===== src/utxq_pkg.sv =====
// shared types and constants for the uart transmit queue
package utxq_pkg;

    // payload widths
    localparam int OP_W   = 2;
    localparam int BYTE_W = 8;
    localparam int QCNT_W = 4;

    // operation codes on the input channel
    localparam logic [OP_W-1:0] OP_PUT   = 2'd0;
    localparam logic [OP_W-1:0] OP_RECV  = 2'd1;
    localparam logic [OP_W-1:0] OP_READY = 2'd2;

    // characters used by newline expansion
    localparam logic [BYTE_W-1:0] BYTE_LF = 8'h0A;
    localparam logic [BYTE_W-1:0] BYTE_CR = 8'h0D;

    // sequencer states
    typedef enum logic [1:0] {
        ST_IDLE,
        ST_LF,
        ST_RD
    } t_state;

endpackage


===== src/utxq_in_if.sv =====
// input channel: operation and data byte with valid/ready handshake
interface utxq_in_if;
    logic                           valid;
    logic                           ready;
    logic [utxq_pkg::OP_W-1:0]      op;
    logic [utxq_pkg::BYTE_W-1:0]    data_byte;

    modport source (output valid, output op, output data_byte, input ready);
    modport sink   (input valid, input op, input data_byte, output ready);
endinterface


===== src/utxq_out_if.sv =====
// output channel: one result per operation with valid/ready handshake
interface utxq_out_if;
    logic                           valid;
    logic                           ready;
    logic                           accepted;
    logic                           tx_valid;
    logic [utxq_pkg::BYTE_W-1:0]    tx_byte;
    logic                           drain_enable;
    logic [utxq_pkg::QCNT_W-1:0]    queue_count;

    modport source (output valid, output accepted, output tx_valid, output tx_byte,
                    output drain_enable, output queue_count, input ready);
    modport sink   (input valid, input accepted, input tx_valid, input tx_byte,
                    input drain_enable, input queue_count, output ready);
endinterface


===== src/utxq_ram.sv =====
// generic simple dual port ram with registered read
module utxq_ram #(
    parameter int WIDTH = 8,
    parameter int DEPTH = 16,
    localparam int AW   = (DEPTH > 1) ? $clog2(DEPTH) : 1
) (
    input  logic             i_clk,
    input  logic             i_we,
    input  logic [AW-1:0]    i_waddr,
    input  logic [WIDTH-1:0] i_wdata,
    input  logic             i_re,
    input  logic [AW-1:0]    i_raddr,
    output logic [WIDTH-1:0] o_rdata
);

    logic [WIDTH-1:0] r_mem [DEPTH];
    logic [WIDTH-1:0] r_rdata;

    // write port
    always_ff @(posedge i_clk) begin
        if (i_we) begin
            r_mem[i_waddr] <= i_wdata;
        end
    end

    // registered read port
    always_ff @(posedge i_clk) begin
        if (i_re) begin
            r_rdata <= r_mem[i_raddr];
        end
    end

    assign o_rdata = r_rdata;

endmodule


===== src/uart_tx_queue_with_priority_echo.sv =====
// top level: uart transmit ring queue with a priority echo slot
//
//  channel  dir  handshake          payload
//  i_in     in   valid/ready        op, data_byte
//  o_out    out  valid/ready        accepted, tx_valid, tx_byte, drain_enable, queue_count
//  cfg      in   i_cfg_we           i_cfg_wdata (newline_expand)
//
// most operations complete in ST_IDLE; a put of an expanded newline adds ST_LF (two ring
// writes through the single ram write port) and a ring pop adds ST_RD (registered
// ram read). one operation is in flight at a time.
// synchronous active-low reset clears indexes, count, flags and the priority slot;
// the ring ram itself is not cleared. a result waits in an output register, and the
// next operation is taken in the cycle that result transfers.
module uart_tx_queue_with_priority_echo #(
    parameter int DEPTH = 16
) (
    input  logic                i_clk,
    input  logic                i_rst_n,
    input  logic                i_cfg_we,
    input  logic                i_cfg_wdata,
    utxq_in_if.sink             i_in,
    utxq_out_if.source          o_out
);

    localparam int AW = (DEPTH > 1) ? $clog2(DEPTH) : 1;
    localparam int CW = (AW >= utxq_pkg::QCNT_W) ? AW + 1 : utxq_pkg::QCNT_W + 1;

    utxq_pkg::t_state r_state, n_state;

    logic [AW-1:0] r_wr_idx, n_wr_idx;
    logic [AW-1:0] r_rd_idx, n_rd_idx;
    logic [CW-1:0] r_count, n_count;
    logic [utxq_pkg::BYTE_W-1:0] r_pri_byte, n_pri_byte;
    logic r_pri_wait, n_pri_wait;
    logic r_drain, n_drain;
    logic r_nl_expand;

    logic r_out_valid, n_out_valid;
    logic r_out_accepted, n_out_accepted;
    logic r_out_tx_valid, n_out_tx_valid;
    logic [utxq_pkg::BYTE_W-1:0] r_out_tx_byte, n_out_tx_byte;
    logic r_out_drain, n_out_drain;
    logic [utxq_pkg::QCNT_W-1:0] r_out_count, n_out_count;

    logic in_ready, take, expand;
    logic ram_we, ram_re;
    logic [AW-1:0] ram_waddr;
    logic [utxq_pkg::BYTE_W-1:0] ram_wdata, ram_rdata;
    logic [AW-1:0] wr_idx_inc, rd_idx_inc;

    // ring store
    utxq_ram #(
        .WIDTH (utxq_pkg::BYTE_W),
        .DEPTH (DEPTH)
    ) u_ring (
        .i_clk   (i_clk),
        .i_we    (ram_we),
        .i_waddr (ram_waddr),
        .i_wdata (ram_wdata),
        .i_re    (ram_re),
        .i_raddr (r_rd_idx),
        .o_rdata (ram_rdata)
    );

    // wrapping index increments
    assign wr_idx_inc = (r_wr_idx == AW'(DEPTH - 1)) ? '0 : r_wr_idx + AW'(1);
    assign rd_idx_inc = (r_rd_idx == AW'(DEPTH - 1)) ? '0 : r_rd_idx + AW'(1);

    // take a new operation only when idle and the result register frees up
    assign in_ready = (r_state == utxq_pkg::ST_IDLE) && (!r_out_valid || o_out.ready);
    assign take     = i_in.valid && in_ready;
    assign expand   = r_nl_expand && (i_in.data_byte == utxq_pkg::BYTE_LF);

    // sequencer next state and datapath
    always_comb begin
        n_state        = r_state;
        n_wr_idx       = r_wr_idx;
        n_rd_idx       = r_rd_idx;
        n_count        = r_count;
        n_pri_byte     = r_pri_byte;
        n_pri_wait     = r_pri_wait;
        n_drain        = r_drain;
        n_out_valid    = r_out_valid && !o_out.ready;
        n_out_accepted = r_out_accepted;
        n_out_tx_valid = r_out_tx_valid;
        n_out_tx_byte  = r_out_tx_byte;
        n_out_drain    = r_out_drain;
        n_out_count    = r_out_count;
        ram_we         = 1'b0;
        ram_re         = 1'b0;
        ram_waddr      = r_wr_idx;
        ram_wdata      = i_in.data_byte;

        case (r_state)
            utxq_pkg::ST_IDLE: begin
                if (take) begin
                    n_out_valid    = 1'b1;
                    n_out_accepted = 1'b0;
                    n_out_tx_valid = 1'b0;
                    n_out_tx_byte  = '0;
                    case (i_in.op)
                        utxq_pkg::OP_PUT: begin
                            if (expand) begin
                                if (r_count + CW'(2) <= CW'(DEPTH - 1)) begin
                                    // carriage return now, line feed next cycle
                                    ram_we         = 1'b1;
                                    ram_wdata      = utxq_pkg::BYTE_CR;
                                    n_wr_idx       = wr_idx_inc;
                                    n_count        = r_count + CW'(2);
                                    n_drain        = 1'b1;
                                    n_out_accepted = 1'b1;
                                    n_out_valid    = 1'b0;
                                    n_state        = utxq_pkg::ST_LF;
                                end
                            end else if (r_count + CW'(1) <= CW'(DEPTH - 1)) begin
                                ram_we         = 1'b1;
                                n_wr_idx       = wr_idx_inc;
                                n_count        = r_count + CW'(1);
                                n_drain        = 1'b1;
                                n_out_accepted = 1'b1;
                            end
                        end
                        utxq_pkg::OP_RECV: begin
                            n_pri_byte     = i_in.data_byte;
                            n_pri_wait     = 1'b1;
                            n_drain        = 1'b1;
                            n_out_accepted = 1'b1;
                        end
                        utxq_pkg::OP_READY: begin
                            if (r_pri_wait) begin
                                n_out_tx_valid = 1'b1;
                                n_out_tx_byte  = r_pri_byte;
                                n_pri_wait     = 1'b0;
                            end else if (r_count != '0) begin
                                // ring head arrives from the ram next cycle
                                ram_re         = 1'b1;
                                n_rd_idx       = rd_idx_inc;
                                n_count        = r_count - CW'(1);
                                n_out_tx_valid = 1'b1;
                                n_out_valid    = 1'b0;
                                n_state        = utxq_pkg::ST_RD;
                            end else begin
                                n_drain = 1'b0;
                            end
                        end
                        default: begin
                        end
                    endcase
                    n_out_drain = n_drain;
                    n_out_count = n_count[utxq_pkg::QCNT_W-1:0];
                end
            end
            utxq_pkg::ST_LF: begin
                ram_we      = 1'b1;
                ram_wdata   = utxq_pkg::BYTE_LF;
                n_wr_idx    = wr_idx_inc;
                n_out_valid = 1'b1;
                n_state     = utxq_pkg::ST_IDLE;
            end
            utxq_pkg::ST_RD: begin
                n_out_tx_byte = ram_rdata;
                n_out_valid   = 1'b1;
                n_state       = utxq_pkg::ST_IDLE;
            end
            default: begin
                n_state = utxq_pkg::ST_IDLE;
            end
        endcase
    end

    // state register
    always_ff @(posedge i_clk) begin
        if (!i_rst_n) begin
            r_state <= utxq_pkg::ST_IDLE;
        end else begin
            r_state <= n_state;
        end
    end

    // control registers
    always_ff @(posedge i_clk) begin
        if (!i_rst_n) begin
            r_wr_idx    <= '0;
            r_rd_idx    <= '0;
            r_count     <= '0;
            r_pri_byte  <= '0;
            r_pri_wait  <= 1'b0;
            r_drain     <= 1'b0;
            r_out_valid <= 1'b0;
        end else begin
            r_wr_idx    <= n_wr_idx;
            r_rd_idx    <= n_rd_idx;
            r_count     <= n_count;
            r_pri_byte  <= n_pri_byte;
            r_pri_wait  <= n_pri_wait;
            r_drain     <= n_drain;
            r_out_valid <= n_out_valid;
        end
    end

    // newline expansion register
    always_ff @(posedge i_clk) begin
        if (!i_rst_n) begin
            r_nl_expand <= 1'b1;
        end else if (i_cfg_we) begin
            r_nl_expand <= i_cfg_wdata;
        end
    end

    // result payload
    always_ff @(posedge i_clk) begin
        r_out_accepted <= n_out_accepted;
        r_out_tx_valid <= n_out_tx_valid;
        r_out_tx_byte  <= n_out_tx_byte;
        r_out_drain    <= n_out_drain;
        r_out_count    <= n_out_count;
    end

    // channel outputs
    assign i_in.ready         = in_ready;
    assign o_out.valid        = r_out_valid;
    assign o_out.accepted     = r_out_accepted;
    assign o_out.tx_valid     = r_out_tx_valid;
    assign o_out.tx_byte      = r_out_tx_byte;
    assign o_out.drain_enable = r_out_drain;
    assign o_out.queue_count  = r_out_count;

endmodule


===== src/flat_wrapper.sv =====
// flat-port wrapper written by rule: the top's interface ports become plain ports
module uart_tx_queue_with_priority_echo_flat 
#(
    parameter int DEPTH = 16
)
  (i_clk, i_rst_n, i_cfg_we, i_cfg_wdata, i_in_valid, i_in_op, i_in_data_byte, i_in_ready, o_out_valid, o_out_accepted, o_out_tx_valid, o_out_tx_byte, o_out_drain_enable, o_out_queue_count, o_out_ready);
  utxq_in_if i_in_i ();
  utxq_out_if o_out_i ();
  input  logic i_clk;
  input  logic i_rst_n;
  input  logic i_cfg_we;
  input  logic i_cfg_wdata;
  input wire logic [$bits(i_in_i.valid)-1:0] i_in_valid;
  input wire logic [$bits(i_in_i.op)-1:0] i_in_op;
  input wire logic [$bits(i_in_i.data_byte)-1:0] i_in_data_byte;
  output wire logic [$bits(i_in_i.ready)-1:0] i_in_ready;
  output wire logic [$bits(o_out_i.valid)-1:0] o_out_valid;
  output wire logic [$bits(o_out_i.accepted)-1:0] o_out_accepted;
  output wire logic [$bits(o_out_i.tx_valid)-1:0] o_out_tx_valid;
  output wire logic [$bits(o_out_i.tx_byte)-1:0] o_out_tx_byte;
  output wire logic [$bits(o_out_i.drain_enable)-1:0] o_out_drain_enable;
  output wire logic [$bits(o_out_i.queue_count)-1:0] o_out_queue_count;
  input wire logic [$bits(o_out_i.ready)-1:0] o_out_ready;
  assign i_in_i.valid = i_in_valid;
  assign i_in_i.op = i_in_op;
  assign i_in_i.data_byte = i_in_data_byte;
  assign i_in_ready = i_in_i.ready;
  assign o_out_valid = o_out_i.valid;
  assign o_out_accepted = o_out_i.accepted;
  assign o_out_tx_valid = o_out_i.tx_valid;
  assign o_out_tx_byte = o_out_i.tx_byte;
  assign o_out_drain_enable = o_out_i.drain_enable;
  assign o_out_queue_count = o_out_i.queue_count;
  assign o_out_i.ready = o_out_ready;
  uart_tx_queue_with_priority_echo #(.DEPTH(DEPTH)) u_core (.i_clk(i_clk), .i_rst_n(i_rst_n), .i_cfg_we(i_cfg_we), .i_cfg_wdata(i_cfg_wdata), .i_in(i_in_i), .o_out(o_out_i));
endmodule

===== config.mk =====
export PLATFORM = sky130hd
export DESIGN_NAME = uart_tx_queue_with_priority_echo_flat
export DESIGN_NICKNAME = d
export VERILOG_FILES = /design/src/utxq_pkg.sv /design/src/utxq_in_if.sv /design/src/utxq_out_if.sv /design/src/utxq_ram.sv /design/src/uart_tx_queue_with_priority_echo.sv /design/src/flat_wrapper.sv
export SDC_FILE = /design/constraint.sdc
export NUM_CORES = 1
export LEC_CHECK = 0
export BUFFER_PORTS_ARGS = -buffer_cell sky130_fd_sc_hd__buf_2
export CORE_MARGIN = 3
export CORE_UTILIZATION = 58
export CTS_BUF_LIST = sky130_fd_sc_hd__clkbuf_16
export CTS_CLUSTER_DIAMETER = 30
export DETAILED_ROUTE_END_ITERATION = 8
export PLACE_DENSITY = 0.79
export SLEW_MARGIN = 20
export SYNTH_ARGS = -nofsm -noshare
export SYNTH_HDL_FRONTEND = slang
export SYNTH_HIERARCHICAL = 1
export SYNTH_SLANG_ARGS = --single-unit

===== constraint.sdc =====
create_clock -name i_clk -period 3.9 [get_ports i_clk]
set_input_delay 0.39 -clock i_clk [delete_from_list [all_inputs] [get_ports i_clk]]
set_output_delay 0.39 -clock i_clk [all_outputs]
set_load 0.02 [all_outputs]

==> impl_metrics.yaml <==
power_and_ir_drop:
  power_leakage_nw: 2.95
  peakVddDrop_mv: 0.359
  total_power_w: 0.00406
  p_per_area_mw_per_mm2: 468
finish:
  nNetsFinal: 596
  n_antenna_cell: 0
  multi_input_area_mm2: 0.00243
  layout_commonest_cell: "edfxtp_1"
  mostFrequentLayoutCells: "edfxtp_1 (151), nand2_1 (54), buf_2 (32)"
  syn2layout_area_growth_pct: 12.5
  seq_area_mm2: 0.00508
  drive_above_1_share_pct: 18.8
  fillers: 849
synthesis:
  synth_edf_count: 151
  synth_warnings: 6
  synth_area_mm2: 0.00771
  synth_flop_cell: "edfxtp_1"
  syn_inst: 512
  synth.distinct_cells: 66
  async_flop_share_pct: 0
  synth.avg_cell_area_um2: 15.1
  ys_seq_area_share_pct: 65.8
  synth_seq_cells: 178
  synth.net_count: 546
sta:
  slew_headroom_pct: 43.5
  drv_slew: 0
  setup_tns_ns: 0
  finalCritPeriodShare_pct: 86.6
  setup_viol: 0
  period_minus_slack_ns: 3.38
  fin_skew_ns: 0.00837
  max_clock_freq_mhz: 296
  rsz0062_at_grt: "false"
  hold_viol: 0
  tightest_slew_ns: 0.847
hold_path:
  hp-class: "in2reg"
placed_design:
  port_buffers: 32
  gp_congestion: 0.914
  detailed_place_hpwl_um: 10700
global_route:
  grt-ovfl-total: 0
  globalRouteMet2Util_pct: 37.2
  antenna_found_initial: 0
  grt_usage_pct: 23.7
  top_usage_layer: "met2"
  grt_max_degree: 37
  use_met3_pct: 4.48
  use_met1_pct: 31.9
  grt_pass1_wl_um: 25400
  grt_pass1_vias: 4546
cts:
  path_clk_slew_ns: 0.06
  numCtsBuffers: 17
  cts_sinks: 178
  cts_tree: "done"
  holdBufCountCts: 0
  root_buffer: "clkbuf_16"
  cts.path.max_buffers: 2
  cts-htree-levels: 4
  post_cts_buffers: 0
  ctsResizeCount: 0
  clk_latency_ns: 0.42
die:
  initial_core_util_pct: 60.1
  dieArea_mm2: 0.0147
  fp.dieW_um: 121
  io_pins: 33
  rows: 41
  fp.dieH_um: 121
  coreArea_mm2: 0.0128
detailed_routing:
  drt_pass1_iterations: 5
  vias_per_cell: 6.23
  drt_iter0_markers: 548
  drc: 0
  routed_wl_um: 16100
  routedWlPerCell_um: 21.6
  drtAntennaViolNets: 0
  num_vias: 4647
critical_path:
  arrival_ns: 3.43
  critPathLaunchType: "flip-flop"
  crit_chain: "buf_4 > ha_1 > o211ai_1 > o2bb2ai_1 > nor3b_4 > o21bai_1 > a31o_2 > or3b_2 > nor2_1"
  worstPathRequired_ns: 3.96
  worst-path-buf-inv: 1
  crit_type: "reg2reg"
  cp_slowest_stage_delay_ns: 0.51
  cp_max_fo: 12
  worstSetupEndpointType: "flip-flop"
  path_delay_family: "simple AND/OR/NAND/NOR gates"
  crit_slowest_cell: "nor2_1"
status:
  outcome: "completed"
run:
  cap_violations: 0
final cells by class:
type,count,share of cell area [%]
flip-flops and latches,178,58.5
multi-input cells,296,28.1
clock buffers,17,4.90
repair buffers,52,3.58
well taps,172,2.48
clock inverters,14,1.70
inverters,17,0.736
registers in the layout (all words and copies together) (netlist names):
signal and cells:
u_core/o_out.accepted 1, u_core/o_out.drain_enable 1, u_core/o_out.queue_count 4, u_core/o_out.tx_byte 8, u_core/o_out.tx_valid 1, u_core/o_out.valid 1
u_core/r_count 5, u_core/r_drain 1, u_core/r_nl_expand 1, u_core/r_pri_byte 8, u_core/r_pri_wait 1, u_core/r_rd_idx 4
u_core/r_state 2, u_core/r_wr_idx 4, u_core/u_ring/o_rdata 8, u_core/u_ring/r_mem 128
layer usage:
| layer | part of all wire, % | wire (um) |
|---|---|---|
| met5 | 0 | 0 |
| met2 | 49 | 7930 |
| met1 | 39 | 6310 |
| met4 | 3.7 | 600 |
| met3 | 7.9 | 1270 |
report_power, final:
group / internal, W / switching (W) / total [W]
combinational: 0.000106 / 0.000191 / 0.000298
clock: 0.000987 / 0.000640 / 0.00163
sequential: 0.00211 / 0.0000264 / 0.00214
total: 0.00321 / 0.000857 / 0.00406
synthesized netlist by cell type, types with 3 or more instances:
| cell | instances | area [um2] |
|---|---|---|
| a21oi_1 | 17 | 85.1 |
| mux4_1 | 14 | 368 |
| ha_1 | 18 | 225 |
| mux4_2 | 18 | 405 |
| inv_1 | 15 | 56.3 |
| dfxtp_1 | 27 | 541 |
| nand2_1 | 54 | 203 |
| nor3_1 | 7 | 35.0 |
| clkdlybuf4s25_2 | 3 | 30.0 |
| buf_2 | 5 | 25.0 |
| and2_1 | 7 | 43.8 |
| nor2_1 | 29 | 109 |
| nand2b_1 | 9 | 56.3 |
| nand3_1 | 13 | 65.1 |
| clkbuf_1 | 7 | 26.3 |
| a22oi_1 | 16 | 120 |
| or3_1 | 3 | 18.8 |
| o21ai_0 | 21 | 105 |
| mux2i_1 | 6 | 60.1 |
| buf_6 | 3 | 33.8 |
| edfxtp_1 | 151 | 4530 |
| o211ai_1 | 7 | 52.6 |
| a31oi_1 | 6 | 37.5 |
| o21a_1 | 4 | 30.0 |
kinds of logic (layout without fill, tap and decap cells):
| kind of cell | Yosys count | count (layout) | synth area share (%) |
|---|---|---|---|
| XOR/XNOR | 3 | 3 | 0.341 |
| multiplexers | 39 | 39 | 11.0 |
| flip-flops | 178 | 178 | 65.8 |
| AND/OR/NAND/NOR | 142 | 142 | 9.06 |
| adder cells (fa/ha/maj) | 18 | 18 | 2.92 |
| AO/OA/AOI/OAI | 94 | 94 | 8.31 |
| buffers and inverters | 38 | 100 | 2.56 |
path summary, 6_finish.rpt:
kind                                            from                         to  slack, ns  cells after the start
worst min register to register  u_core/r_pri_byte[1]       u_core/r_pri_byte[1]       0.47                      2
worst min-delay path                     i_cfg_wdata         u_core/r_nl_expand       0.19                      3
worst max-delay path               u_core/r_count[2]  u_core/u_ring/r_mem[2][3]       0.52                      9
worst max register to register     u_core/r_count[2]  u_core/u_ring/r_mem[2][3]       0.52                      9
worst register-to-register path: stages (launching register included):
cell       delay [ns]
dfxtp_1          0.31
buf_4            0.17
ha_1             0.22
o211ai_1         0.20
o2bb2ai_1        0.15
nor3b_4          0.41
o21bai_1         0.27
a31o_2           0.27
or3b_2           0.50
nor2_1           0.51
stage by stage:
step / utilization [%] / std cells / hold WS (ns) / area, um2 / worst slack (ns)
after floorplan: - / 512 / 0.437 / 7710 / 0.553
after global placement: 63.2 / 715 / 0.449 / 8100 / 0.663
after detailed placement: 63.2 / 715 / 0.453 / 8100 / 0.594
after CTS: 67.6 / 746 / 0.173 / 8670 / 0.558
after global routing: 67.6 / 746 / 0.217 / 8670 / 0.292
final: 67.6 / 746 / 0.187 / 8670 / 0.524
No activity file was read; power rests on OpenSTA's default activity.
